### config.mk
export PLATFORM = sky130hd
export DESIGN_NAME = ogg_page_metadata_scanner
export DESIGN_NICKNAME = d
export VERILOG_FILES = /design/src/ogg_pms_pkg.sv /design/src/ogg_page_metadata_scanner.sv
export SDC_FILE = /design/constraint.sdc
export NUM_CORES = 1
export LEC_CHECK = 0
export ABC_AREA = 1
export BUFFER_PORTS_ARGS = -buffer_cell sky130_fd_sc_hd__buf_4
export CAP_MARGIN = 25
export CELL_PAD_IN_SITES_DETAIL_PLACEMENT = 1
export CELL_PAD_IN_SITES_GLOBAL_PLACEMENT = 1
export CORE_AREA = 2 2 257 259
export DETAILED_ROUTE_END_ITERATION = 6
export DIE_AREA = 0 0 259 261
export GPL_ROUTABILITY_DRIVEN = 1
export GPL_TIMING_DRIVEN = 1
export PLACE_DENSITY = 0.61
export SYNTH_ARGS = -nofsm -noshare
export SYNTH_HDL_FRONTEND = slang
export SYNTH_SLANG_ARGS = --single-unit
### constraint.sdc
create_clock -name clock -period 9.2 [get_ports clock]
set_input_delay 1.38 -clock clock [delete_from_list [all_inputs] [get_ports clock]]
set_output_delay 1.38 -clock clock [all_outputs]
set_load 0.02 [all_outputs]
### src/ogg_pms_pkg.sv
// ----------------------------------------------------------------------------
// Ogg page metadata scanner package
// Phase codes and match patterns shared by the scanner logic.
// ----------------------------------------------------------------------------
package ogg_pms_pkg;

   typedef enum logic [1:0] {
      PH_HUNT   = 2'd0,
      PH_HEADER = 2'd1,
      PH_SEGTAB = 2'd2,
      PH_BODY   = 2'd3
   } phase_type;

   typedef enum logic [1:0] {
      ST_OK       = 2'd0,
      ST_NO_ID    = 2'd1,
      ST_ZERO_VAL = 2'd2
   } status_type;

   localparam logic [4:0] HEADER_LAST    = 5'd26;
   localparam logic [4:0] VER_OFFSET     = 5'd5;
   localparam logic [4:0] GRAN_FIRST     = 5'd6;
   localparam logic [4:0] GRAN_LAST      = 5'd13;
   localparam logic [4:0] ID_MIN_BODY    = 5'd7;
   localparam logic [4:0] ID_SPAN        = 5'd16;
   localparam logic [4:0] ID_CHANNELS_AT = 5'd11;
   localparam logic [4:0] ID_RATE_AT     = 5'd12;
   localparam logic [4:0] CAPTURE_LEN    = 5'd4;

   localparam int unsigned RSP_DATA_W = 112;

   localparam logic [7:0] CAPTURE_O = 8'h4F;

   // "OggS"
   function automatic logic [7:0] capture_byte(input logic [1:0] idx);
      logic [7:0] val;
      case (idx)
         2'd0:    val = 8'h4F;
         2'd1:    val = 8'h67;
         2'd2:    val = 8'h67;
         default: val = 8'h53;
      endcase
      return val;
   endfunction

   // 0x01 "vorbis"
   function automatic logic [7:0] vorbis_byte(input logic [2:0] idx);
      logic [7:0] val;
      case (idx)
         3'd0:    val = 8'h01;
         3'd1:    val = 8'h76;
         3'd2:    val = 8'h6F;
         3'd3:    val = 8'h72;
         3'd4:    val = 8'h62;
         3'd5:    val = 8'h69;
         3'd6:    val = 8'h73;
         default: val = 8'h00;
      endcase
      return val;
   endfunction

endpackage

### src/ogg_page_metadata_scanner.sv
// ----------------------------------------------------------------------------
// Ogg page metadata scanner
// Walks Ogg pages in a byte stream and reports Vorbis id fields and the
// last positive granule position at the end of each file.
// ----------------------------------------------------------------------------
// One file byte is taken per clock, back to back; the page walker updates all
// of its state in the cycle the word is accepted. The word marked tlast puts
// one result into the output register, visible the next cycle; the input is
// stalled only while that register holds a result the sink has not taken.
// After the final byte all scanning state returns to its reset value, so the
// following word starts a new file. No result is produced for other words.
module ogg_page_metadata_scanner (
   input  logic         clock,
   input  logic         reset,
   input  logic         req_tvalid,
   output logic         req_tready,
   input  logic [7:0]   req_tdata,   // [7:0] data_byte
   input  logic         req_tlast,   // last byte of the file
   output logic         rsp_tvalid,
   input  logic         rsp_tready,
   // [1:0] status, [9:2] channels, [41:10] rate,
   // [105:42] total_samples, [111:106] zero
   output logic [ogg_pms_pkg::RSP_DATA_W-1:0] rsp_tdata
);

   ogg_pms_pkg::phase_type phase_ff, phase_in;
   logic [4:0]  header_offset_ff, header_offset_in;
   logic [7:0]  segments_left_ff, segments_left_in;
   logic [15:0] body_left_ff, body_left_in;
   logic [63:0] granule_ff, granule_in;
   logic [4:0]  body_offset_ff, body_offset_in;
   logic        signature_ok_ff, signature_ok_in;
   logic [7:0]  pending_channels_ff, pending_channels_in;
   logic [31:0] pending_rate_ff, pending_rate_in;
   logic        id_seen_ff, id_seen_in;
   logic [7:0]  kept_channels_ff, kept_channels_in;
   logic [31:0] kept_rate_ff, kept_rate_in;
   logic [63:0] kept_total_ff, kept_total_in;

   logic        rsp_valid_ff, rsp_valid_in;
   logic [ogg_pms_pkg::RSP_DATA_W-1:0] rsp_data_ff, rsp_data_in;

   logic        req_accept;
   logic [7:0]  b;

   assign b          = req_tdata;
   assign req_tready = !rsp_valid_ff || rsp_tready;
   assign req_accept = req_tvalid && req_tready;

   // Page walker next state
   always_comb begin
      ogg_pms_pkg::phase_type ph;
      logic [4:0]  ho;
      logic [7:0]  sl;
      logic [15:0] bl;
      logic [63:0] gr;
      logic [4:0]  bo;
      logic        sok;
      logic [7:0]  pch;
      logic [31:0] prt;
      logic        ids;
      logic [7:0]  kch;
      logic [31:0] krt;
      logic [63:0] ktot;
      logic        was_body;
      logic        do_begin;
      logic        do_finish;
      logic        do_commit;

      ph   = phase_ff;
      ho   = header_offset_ff;
      sl   = segments_left_ff;
      bl   = body_left_ff;
      gr   = granule_ff;
      bo   = body_offset_ff;
      sok  = signature_ok_ff;
      pch  = pending_channels_ff;
      prt  = pending_rate_ff;
      ids  = id_seen_ff;
      kch  = kept_channels_ff;
      krt  = kept_rate_ff;
      ktot = kept_total_ff;
      was_body  = (phase_ff == ogg_pms_pkg::PH_BODY);
      do_begin  = 1'b0;
      do_finish = 1'b0;
      do_commit = 1'b0;

      // id capture over the 16 bytes after a candidate body start
      if (sok && bo < ogg_pms_pkg::ID_SPAN) begin
         if (bo < ogg_pms_pkg::ID_MIN_BODY) begin
            if (b != ogg_pms_pkg::vorbis_byte(bo[2:0])) begin
               sok = 1'b0;
            end
         end else if (bo == ogg_pms_pkg::ID_CHANNELS_AT) begin
            pch = b;
         end else if (bo >= ogg_pms_pkg::ID_RATE_AT) begin
            case (bo[1:0])
               2'd0:    prt[7:0]   = b;
               2'd1:    prt[15:8]  = b;
               2'd2:    prt[23:16] = b;
               default: prt[31:24] = b;
            endcase
         end
         if (sok) begin
            bo = bo + 5'd1;
            if (bo == ogg_pms_pkg::ID_SPAN && !was_body) begin
               do_commit = 1'b1;
            end
         end
      end
      if (do_commit) begin
         if (!ids) begin
            kch = pch;
            krt = prt;
            ids = 1'b1;
         end
         sok = 1'b0;
      end

      unique case (phase_ff)
         ogg_pms_pkg::PH_HUNT: begin
            if (ho < ogg_pms_pkg::CAPTURE_LEN) begin
               if (b == ogg_pms_pkg::capture_byte(ho[1:0])) begin
                  ho = ho + 5'd1;
               end else begin
                  ho = (b == ogg_pms_pkg::CAPTURE_O) ? 5'd1 : 5'd0;
               end
            end else if (b == 8'd0) begin
               ph = ogg_pms_pkg::PH_HEADER;
               ho = ogg_pms_pkg::VER_OFFSET;
               gr = '0;
            end else begin
               // rescan from the version byte itself
               ho = (b == ogg_pms_pkg::CAPTURE_O) ? 5'd1 : 5'd0;
            end
         end
         ogg_pms_pkg::PH_HEADER: begin
            if (ho >= ogg_pms_pkg::GRAN_FIRST && ho <= ogg_pms_pkg::GRAN_LAST) begin
               gr = {b, gr[63:8]};
            end
            if (ho >= ogg_pms_pkg::HEADER_LAST) begin
               sl = b;
               bl = '0;
               if (b == 8'd0) begin
                  do_begin = 1'b1;
               end else begin
                  ph = ogg_pms_pkg::PH_SEGTAB;
               end
            end else begin
               ho = ho + 5'd1;
            end
         end
         ogg_pms_pkg::PH_SEGTAB: begin
            bl = bl + {8'd0, b};
            sl = sl - 8'd1;
            if (sl == 8'd0) begin
               do_begin = 1'b1;
            end
         end
         ogg_pms_pkg::PH_BODY: begin
            bl = bl - 16'd1;
            if (bl == 16'd0) begin
               do_finish = 1'b1;
            end
         end
         default: begin
            ph = ogg_pms_pkg::PH_HUNT;
            ho = '0;
         end
      endcase

      if (do_begin) begin
         ho = '0;
         if (bl == 16'd0) begin
            do_finish = 1'b1;
         end else begin
            ph = ogg_pms_pkg::PH_BODY;
            if (!ids && bl >= {11'd0, ogg_pms_pkg::ID_MIN_BODY}) begin
               sok = 1'b1;
               bo  = '0;
               pch = '0;
               prt = '0;
            end
         end
      end

      if (do_finish) begin
         ph = ogg_pms_pkg::PH_HUNT;
         ho = '0;
         if (!gr[63] && gr != 64'd0) begin
            ktot = gr;
         end
         if (sok && bo >= ogg_pms_pkg::ID_SPAN) begin
            if (!ids) begin
               kch = pch;
               krt = prt;
               ids = 1'b1;
            end
            sok = 1'b0;
         end
      end

      phase_in            = phase_ff;
      header_offset_in    = header_offset_ff;
      segments_left_in    = segments_left_ff;
      body_left_in        = body_left_ff;
      granule_in          = granule_ff;
      body_offset_in      = body_offset_ff;
      signature_ok_in     = signature_ok_ff;
      pending_channels_in = pending_channels_ff;
      pending_rate_in     = pending_rate_ff;
      id_seen_in          = id_seen_ff;
      kept_channels_in    = kept_channels_ff;
      kept_rate_in        = kept_rate_ff;
      kept_total_in       = kept_total_ff;

      if (req_accept) begin
         if (req_tlast) begin
            // end of file: start over for the next one
            phase_in            = ogg_pms_pkg::PH_HUNT;
            header_offset_in    = '0;
            segments_left_in    = '0;
            body_left_in        = '0;
            granule_in          = '0;
            body_offset_in      = '0;
            signature_ok_in     = 1'b0;
            pending_channels_in = '0;
            pending_rate_in     = '0;
            id_seen_in          = 1'b0;
            kept_channels_in    = '0;
            kept_rate_in        = '0;
            kept_total_in       = '1;
         end else begin
            phase_in            = ph;
            header_offset_in    = ho;
            segments_left_in    = sl;
            body_left_in        = bl;
            granule_in          = gr;
            body_offset_in      = bo;
            signature_ok_in     = sok;
            pending_channels_in = pch;
            pending_rate_in     = prt;
            id_seen_in          = ids;
            kept_channels_in    = kch;
            kept_rate_in        = krt;
            kept_total_in       = ktot;
         end
      end

      // result word from the state this byte leaves
      if (!ids) begin
         rsp_data_in = {6'd0, ktot, 32'd0, 8'd0, ogg_pms_pkg::ST_NO_ID};
      end else if (kch == 8'd0 || krt == 32'd0) begin
         rsp_data_in = {6'd0, ktot, krt, kch, ogg_pms_pkg::ST_ZERO_VAL};
      end else begin
         rsp_data_in = {6'd0, ktot, krt, kch, ogg_pms_pkg::ST_OK};
      end
   end

   // Output register control
   always_comb begin
      rsp_valid_in = rsp_valid_ff;
      if (rsp_valid_ff && rsp_tready) begin
         rsp_valid_in = 1'b0;
      end
      if (req_accept && req_tlast) begin
         rsp_valid_in = 1'b1;
      end
   end

   assign rsp_tvalid = rsp_valid_ff;
   assign rsp_tdata  = rsp_data_ff;

   always_ff @(posedge clock) begin
      if (reset) begin
         phase_ff            <= ogg_pms_pkg::PH_HUNT;
         header_offset_ff    <= '0;
         segments_left_ff    <= '0;
         body_left_ff        <= '0;
         granule_ff          <= '0;
         body_offset_ff      <= '0;
         signature_ok_ff     <= 1'b0;
         pending_channels_ff <= '0;
         pending_rate_ff     <= '0;
         id_seen_ff          <= 1'b0;
         kept_channels_ff    <= '0;
         kept_rate_ff        <= '0;
         kept_total_ff       <= '1;
         rsp_valid_ff        <= 1'b0;
      end else begin
         phase_ff            <= phase_in;
         header_offset_ff    <= header_offset_in;
         segments_left_ff    <= segments_left_in;
         body_left_ff        <= body_left_in;
         granule_ff          <= granule_in;
         body_offset_ff      <= body_offset_in;
         signature_ok_ff     <= signature_ok_in;
         pending_channels_ff <= pending_channels_in;
         pending_rate_ff     <= pending_rate_in;
         id_seen_ff          <= id_seen_in;
         kept_channels_ff    <= kept_channels_in;
         kept_rate_ff        <= kept_rate_in;
         kept_total_ff       <= kept_total_in;
         rsp_valid_ff        <= rsp_valid_in;
      end
   end

   always_ff @(posedge clock) begin
      if (req_accept && req_tlast) begin
         rsp_data_ff <= rsp_data_in;
      end
   end

   a_last_gives_result: assert property (@(posedge clock) disable iff (reset)
      (req_accept && req_tlast) |=> rsp_valid_ff)
      else $error("final byte did not load a result");

   a_last_restarts: assert property (@(posedge clock) disable iff (reset)
      (req_accept && req_tlast) |=>
         (phase_ff == ogg_pms_pkg::PH_HUNT && !id_seen_ff && kept_total_ff == '1))
      else $error("scanner state not cleared after final byte");

   a_capture_bound: assert property (@(posedge clock) disable iff (reset)
      signature_ok_ff |-> (body_offset_ff <= ogg_pms_pkg::ID_SPAN && !id_seen_ff))
      else $error("id capture active out of range");

   a_status_code: assert property (@(posedge clock) disable iff (reset)
      rsp_valid_ff |-> (rsp_data_ff[1:0] != 2'd3))
      else $error("invalid status code in result");

endmodule

==> results.env <==
OUTCOME='finished clean'
CORE_REGION_AREA_MM2=0.0650
POST_SYNTH_MAIN_AREA_CONTRIBUTORS='dfxtp_1 26%, edfxtp_1 16%, nand2_1 14%'
SEQ_AREA_FRAC_SYNTH_PCT=42.1
INITIALDRTVIOLATIONCOUNT=1080
GP_CONGESTION=0.851
CRITICAL-PATH-TOP-DELAY-FAMILY='simple AND/OR/NAND/NOR gates'
DRC=0
WORST_CLOCK_SKEW_NS=0.0368
YS.FLOP_TYPE='dfxtp_1'
NETLIST.AREA_LEADER.SHARE_PCT=25.6
SETUP.REG_TO_REG.WORST_SLACK_NS=3.60
GRT_UTIL_ALL_LAYERS_PCT=19.5
DETAILED_PLACE_HPWL_MM=44.9
DIE_X_UM=259
WORST_SLEW_SLACK_AS_A_FRACTION_OF_ITS_LIMIT_PCT=30.9
FIN_HOLD_WS_NS=0.462
SYNTH_AREA_PER_CELL_UM2=7.20
MULTI_INPUT_GATE_AREA_IN_THE_FINAL_LAYOUT_MM2=0.00942
TIMING.REG2REG.WORST_PATH_DEPTH=29
LAYOUT.NETS=2744
GR-TOTAL-OVERFLOW=0
ANTENNA-DIODE-COUNT=0
DRT.ANTENNA.VIOLATING_NETS=0
CTS.SINKS=353
FLIP_FLOP_AND_LATCH_COUNT_AFTER_SYNTHESIS=353
REGAREA_MM2=0.00813
CELLLEAKAGEPOWER_uW=0.00896
CTS-ROOT-BUF='clkbuf_16'
HOLD_PATH_DEPTH=2
CTS.REPAIR.RESIZED=0
CTS.REPAIR_TIMING.SETUP_BUFFER_COUNT=0
POST_DP_CELL_AREA_MM2=0.0208
WORSTHOLDENDPOINT='pending_channels_ff[1]$_SDFFE_PP0P_'
FINAL_WIRELENGTH_MM=67.7
CPMOSTUSEDCELL='nand2_1'
TIMING.MAX_CAP.VIOLATIONS=0
FINAL_WORST_PATH_PERIOD_NEED_NS=6.05
PLACEMENT_ROWS=94
GRT_SETUP_UNREPAIRED='no'
POST_SYNTH_TOP_CELLS='698 x nand2_1, 263 x inv_1, 259 x a21oi_1'
DIE_Y_UM=261
START_UTIL_PCT=29.7
FINALPOWER_uW=3640
CTS_MAX_PATH_BUFFERS=3
SYNTH_CELL_TYPES=57
SYNTH_EDF_COUNT=106
TOTALNEGATIVESETUPSLACK_NS=0
HOLD_CLASS='flop to flop'
CRIT_PATH_START_KIND='input port'
CRITPATHARRIVALTIME_NS=6.47
SYNTHDOMINANTAREACELLTYPE='dfxtp_1'
CLK_PIN_SLEW_NS=0.06
POWER_PER_UNIT_OF_STANDARD_CELL_AREA_mW_PER_MM2=164
ACHIEVABLE-FREQUENCY_GHz=0.165
PLACE.PORT_BUFFERS=120
FINALINSTANCEAREA_MM2=0.0222
CRIT_PATH_END_KIND='flop'
SYN_INST=2683
HOLD_START='pending_channels_ff[1]$_SDFFE_PP0P_'
SETUP.WORST_PATH.START='req_tdata[0]'
WORSTSKEWPAIRLATENCY_NS=0.60
POST-ROUTE-PERIOD-UTIL_PCT=65.7
TRITONCTS='built'
IOS=127
MAPPEDNETLISTAREA_MM2=0.0193
WORST-ENDPOINT-REQUIRED_NS=9.62
FILLER_CELL_COUNT=7966
INITIAL_ANTENNA_VIOLATION_COUNT=0
PEAKVDDDROP_V=0.000144
FLOW.AREA_GROWTH_FROM_SYNTHESIS_PCT=15.1
FIRSTDRTPASSITERS=5
HTREEDEPTH=2
WORST_SLEW_PIN_SLEW_NS=1.04
REG_TO_REG_CRITICAL_PATH_STARTPOINT='body_left_ff[0]$_SDFFE_PP0P_'
REPORT.FINAL.SLEW_VIOL_COUNT=0
COUNT_OF_FINAL_HOLD_CHECK_VIOLATIONS=0
ROUTEDWLPERCELL_UM=18.8
YOSYSMOSTFREQUENTCELL='nand2_1'
CRITICAL_PATH.N_BUFFERS_INVERTERS=5
ASYNC_RESET_FF_SHARE_PCT=0
PATH_MAX_FANOUT=26
CRITICAL-PATH-MAX-STAGE-DELAY_NS=0.59
DRIVE_ABOVE_1_SHARE_PCT=10.2
WORST_R2R_ENDPOINT='rsp_tdata[1]$_SDFFCE_PN0P_'
DIE-AREA_MM2=0.0676
CRIT_SLOWEST_CELL='nor2_4'
WIRE_LENGTH_OF_THE_FIRST_GLOBAL_ROUTING_PASS_MM=106
SETUP-VIOLATIONS-FINAL=0
WORSTSETUPPATHTYPE='input port to flop'
NUMCTSBUFFERS=43
VIASPERCELL=5.10
PIN_COUNT_OF_THE_BIGGEST_NET_ENTERING_GLOBAL_ROUTING=92
CTS_HOLD_BUF=0
NUMBER_OF_WARNINGS_ISSUED_BY_YOSYS=0
DR_TOTAL_VIAS=18400
NUMBER_OF_GLOBAL_ROUTE_VIAS_BEFORE_REPAIR=18700
==> layer usage <==
layer	wire length [µm]	part of all wire [%]	GRT usage, %	up-vias
met5	0	0	0	-
met2	31700	47	32.8	292
li1	-	-	-	8893
met3	2350	3.5	2.36	81
met1	32200	48	26.6	9119
met4	1430	2.1	4.83	0
==> cell usage in the layout (no fill, tap or decap), types with 25 or more instances in the layout <==
| master | n |
|---|---|
| nand2_1 | 696 |
| inv_1 | 262 |
| a21oi_1 | 259 |
| dfxtp_1 | 247 |
| nor2_1 | 208 |
| nand3_1 | 192 |
| buf_4 | 139 |
| edfxtp_1 | 106 |
| and2_1 | 65 |
| o21ai_0 | 58 |
| nand4_1 | 44 |
| clkbuf_16 | 43 |
| o22ai_1 | 41 |
| a2bb2oi_1 | 34 |
| nand3b_1 | 32 |
| o31ai_1 | 25 |
==> metrics by stage <==
step                      cells  util (%)  setup slack (ns)
after floorplan            2688         -              1.87
after global placement     3521      31.9              2.65
after detailed placement   3523      32.0              2.66
after CTS                  3603      34.1              3.24
after global routing       3605      34.2              2.72
final                      3605      34.2              3.15
==> power breakdown <==
group	leakage, µW	switching (µW)	internal, µW
Sequential	0.00292	20.0	1640
Combinational	0.00537	185	80.4
Clock	0.000672	722	988
==> state kept, by name, indices dropped and copies added (netlist names) <==
| register | cells |
|---|---|
| body_left_ff | 16 |
| body_offset_ff | 5 |
| granule_ff | 64 |
| header_offset_ff | 5 |
| id_seen_ff | 1 |
| kept_channels_ff | 8 |
| kept_rate_ff | 32 |
| kept_total_ff | 64 |
| pending_channels_ff | 8 |
| pending_rate_ff | 32 |
| phase_ff | 2 |
| rsp_tdata | 106 |
| rsp_tvalid | 1 |
| segments_left_ff | 8 |
| signature_ok_ff | 1 |
==> how the worst max path moves through the flow <==
stage	to	slack [ns]	depth (start not counted)
after global placement	rsp_tdata[11]$_SDFFCE_PN0P_	2.65	18
after detailed placement	rsp_tdata[1]$_SDFFCE_PN0P_	2.66	30
after CTS	rsp_tdata[1]$_SDFFCE_PN0P_	3.24	30
final	rsp_tdata[1]$_SDFFCE_PN0P_	3.15	30
after floorplan	rsp_tdata[0]$_SDFFCE_PN1P_	1.87	7
after global routing	rsp_tdata[1]$_SDFFCE_PN0P_	2.72	30
==> final cells by class <==
cell class              count  share of cell area (%)
multi-input cells        1877                    42.3
flip-flops and latches    353                    36.6
clock buffers              61                    5.32
repair buffers            143                    5.12
inverters                 288                    4.86
well taps                 864                    4.86
clock inverters            19                   0.940
==> cell families after synthesis <==
family	share of synthesized area, %
simple gates	29.7
flops	42.1
buf+inv	9.54
compound gates	15.7
fa+ha+maj	1.66
xor+xnor	0.816
other cells	0.0194
mux	0.518
==> worst reg2reg max path: cells and delay by family, from the launching register on <==
family / cells / cell delay [ns]
AND/OR/NAND/NOR: 21 / 3.44
adder cells (fa/ha/maj): 2 / 0.66
buffers and inverters: 4 / 0.54
flip-flops: 1 / 0.46
AO/OA/AOI/OAI: 2 / 0.35
No activity file was read; power rests on OpenSTA's default activity.
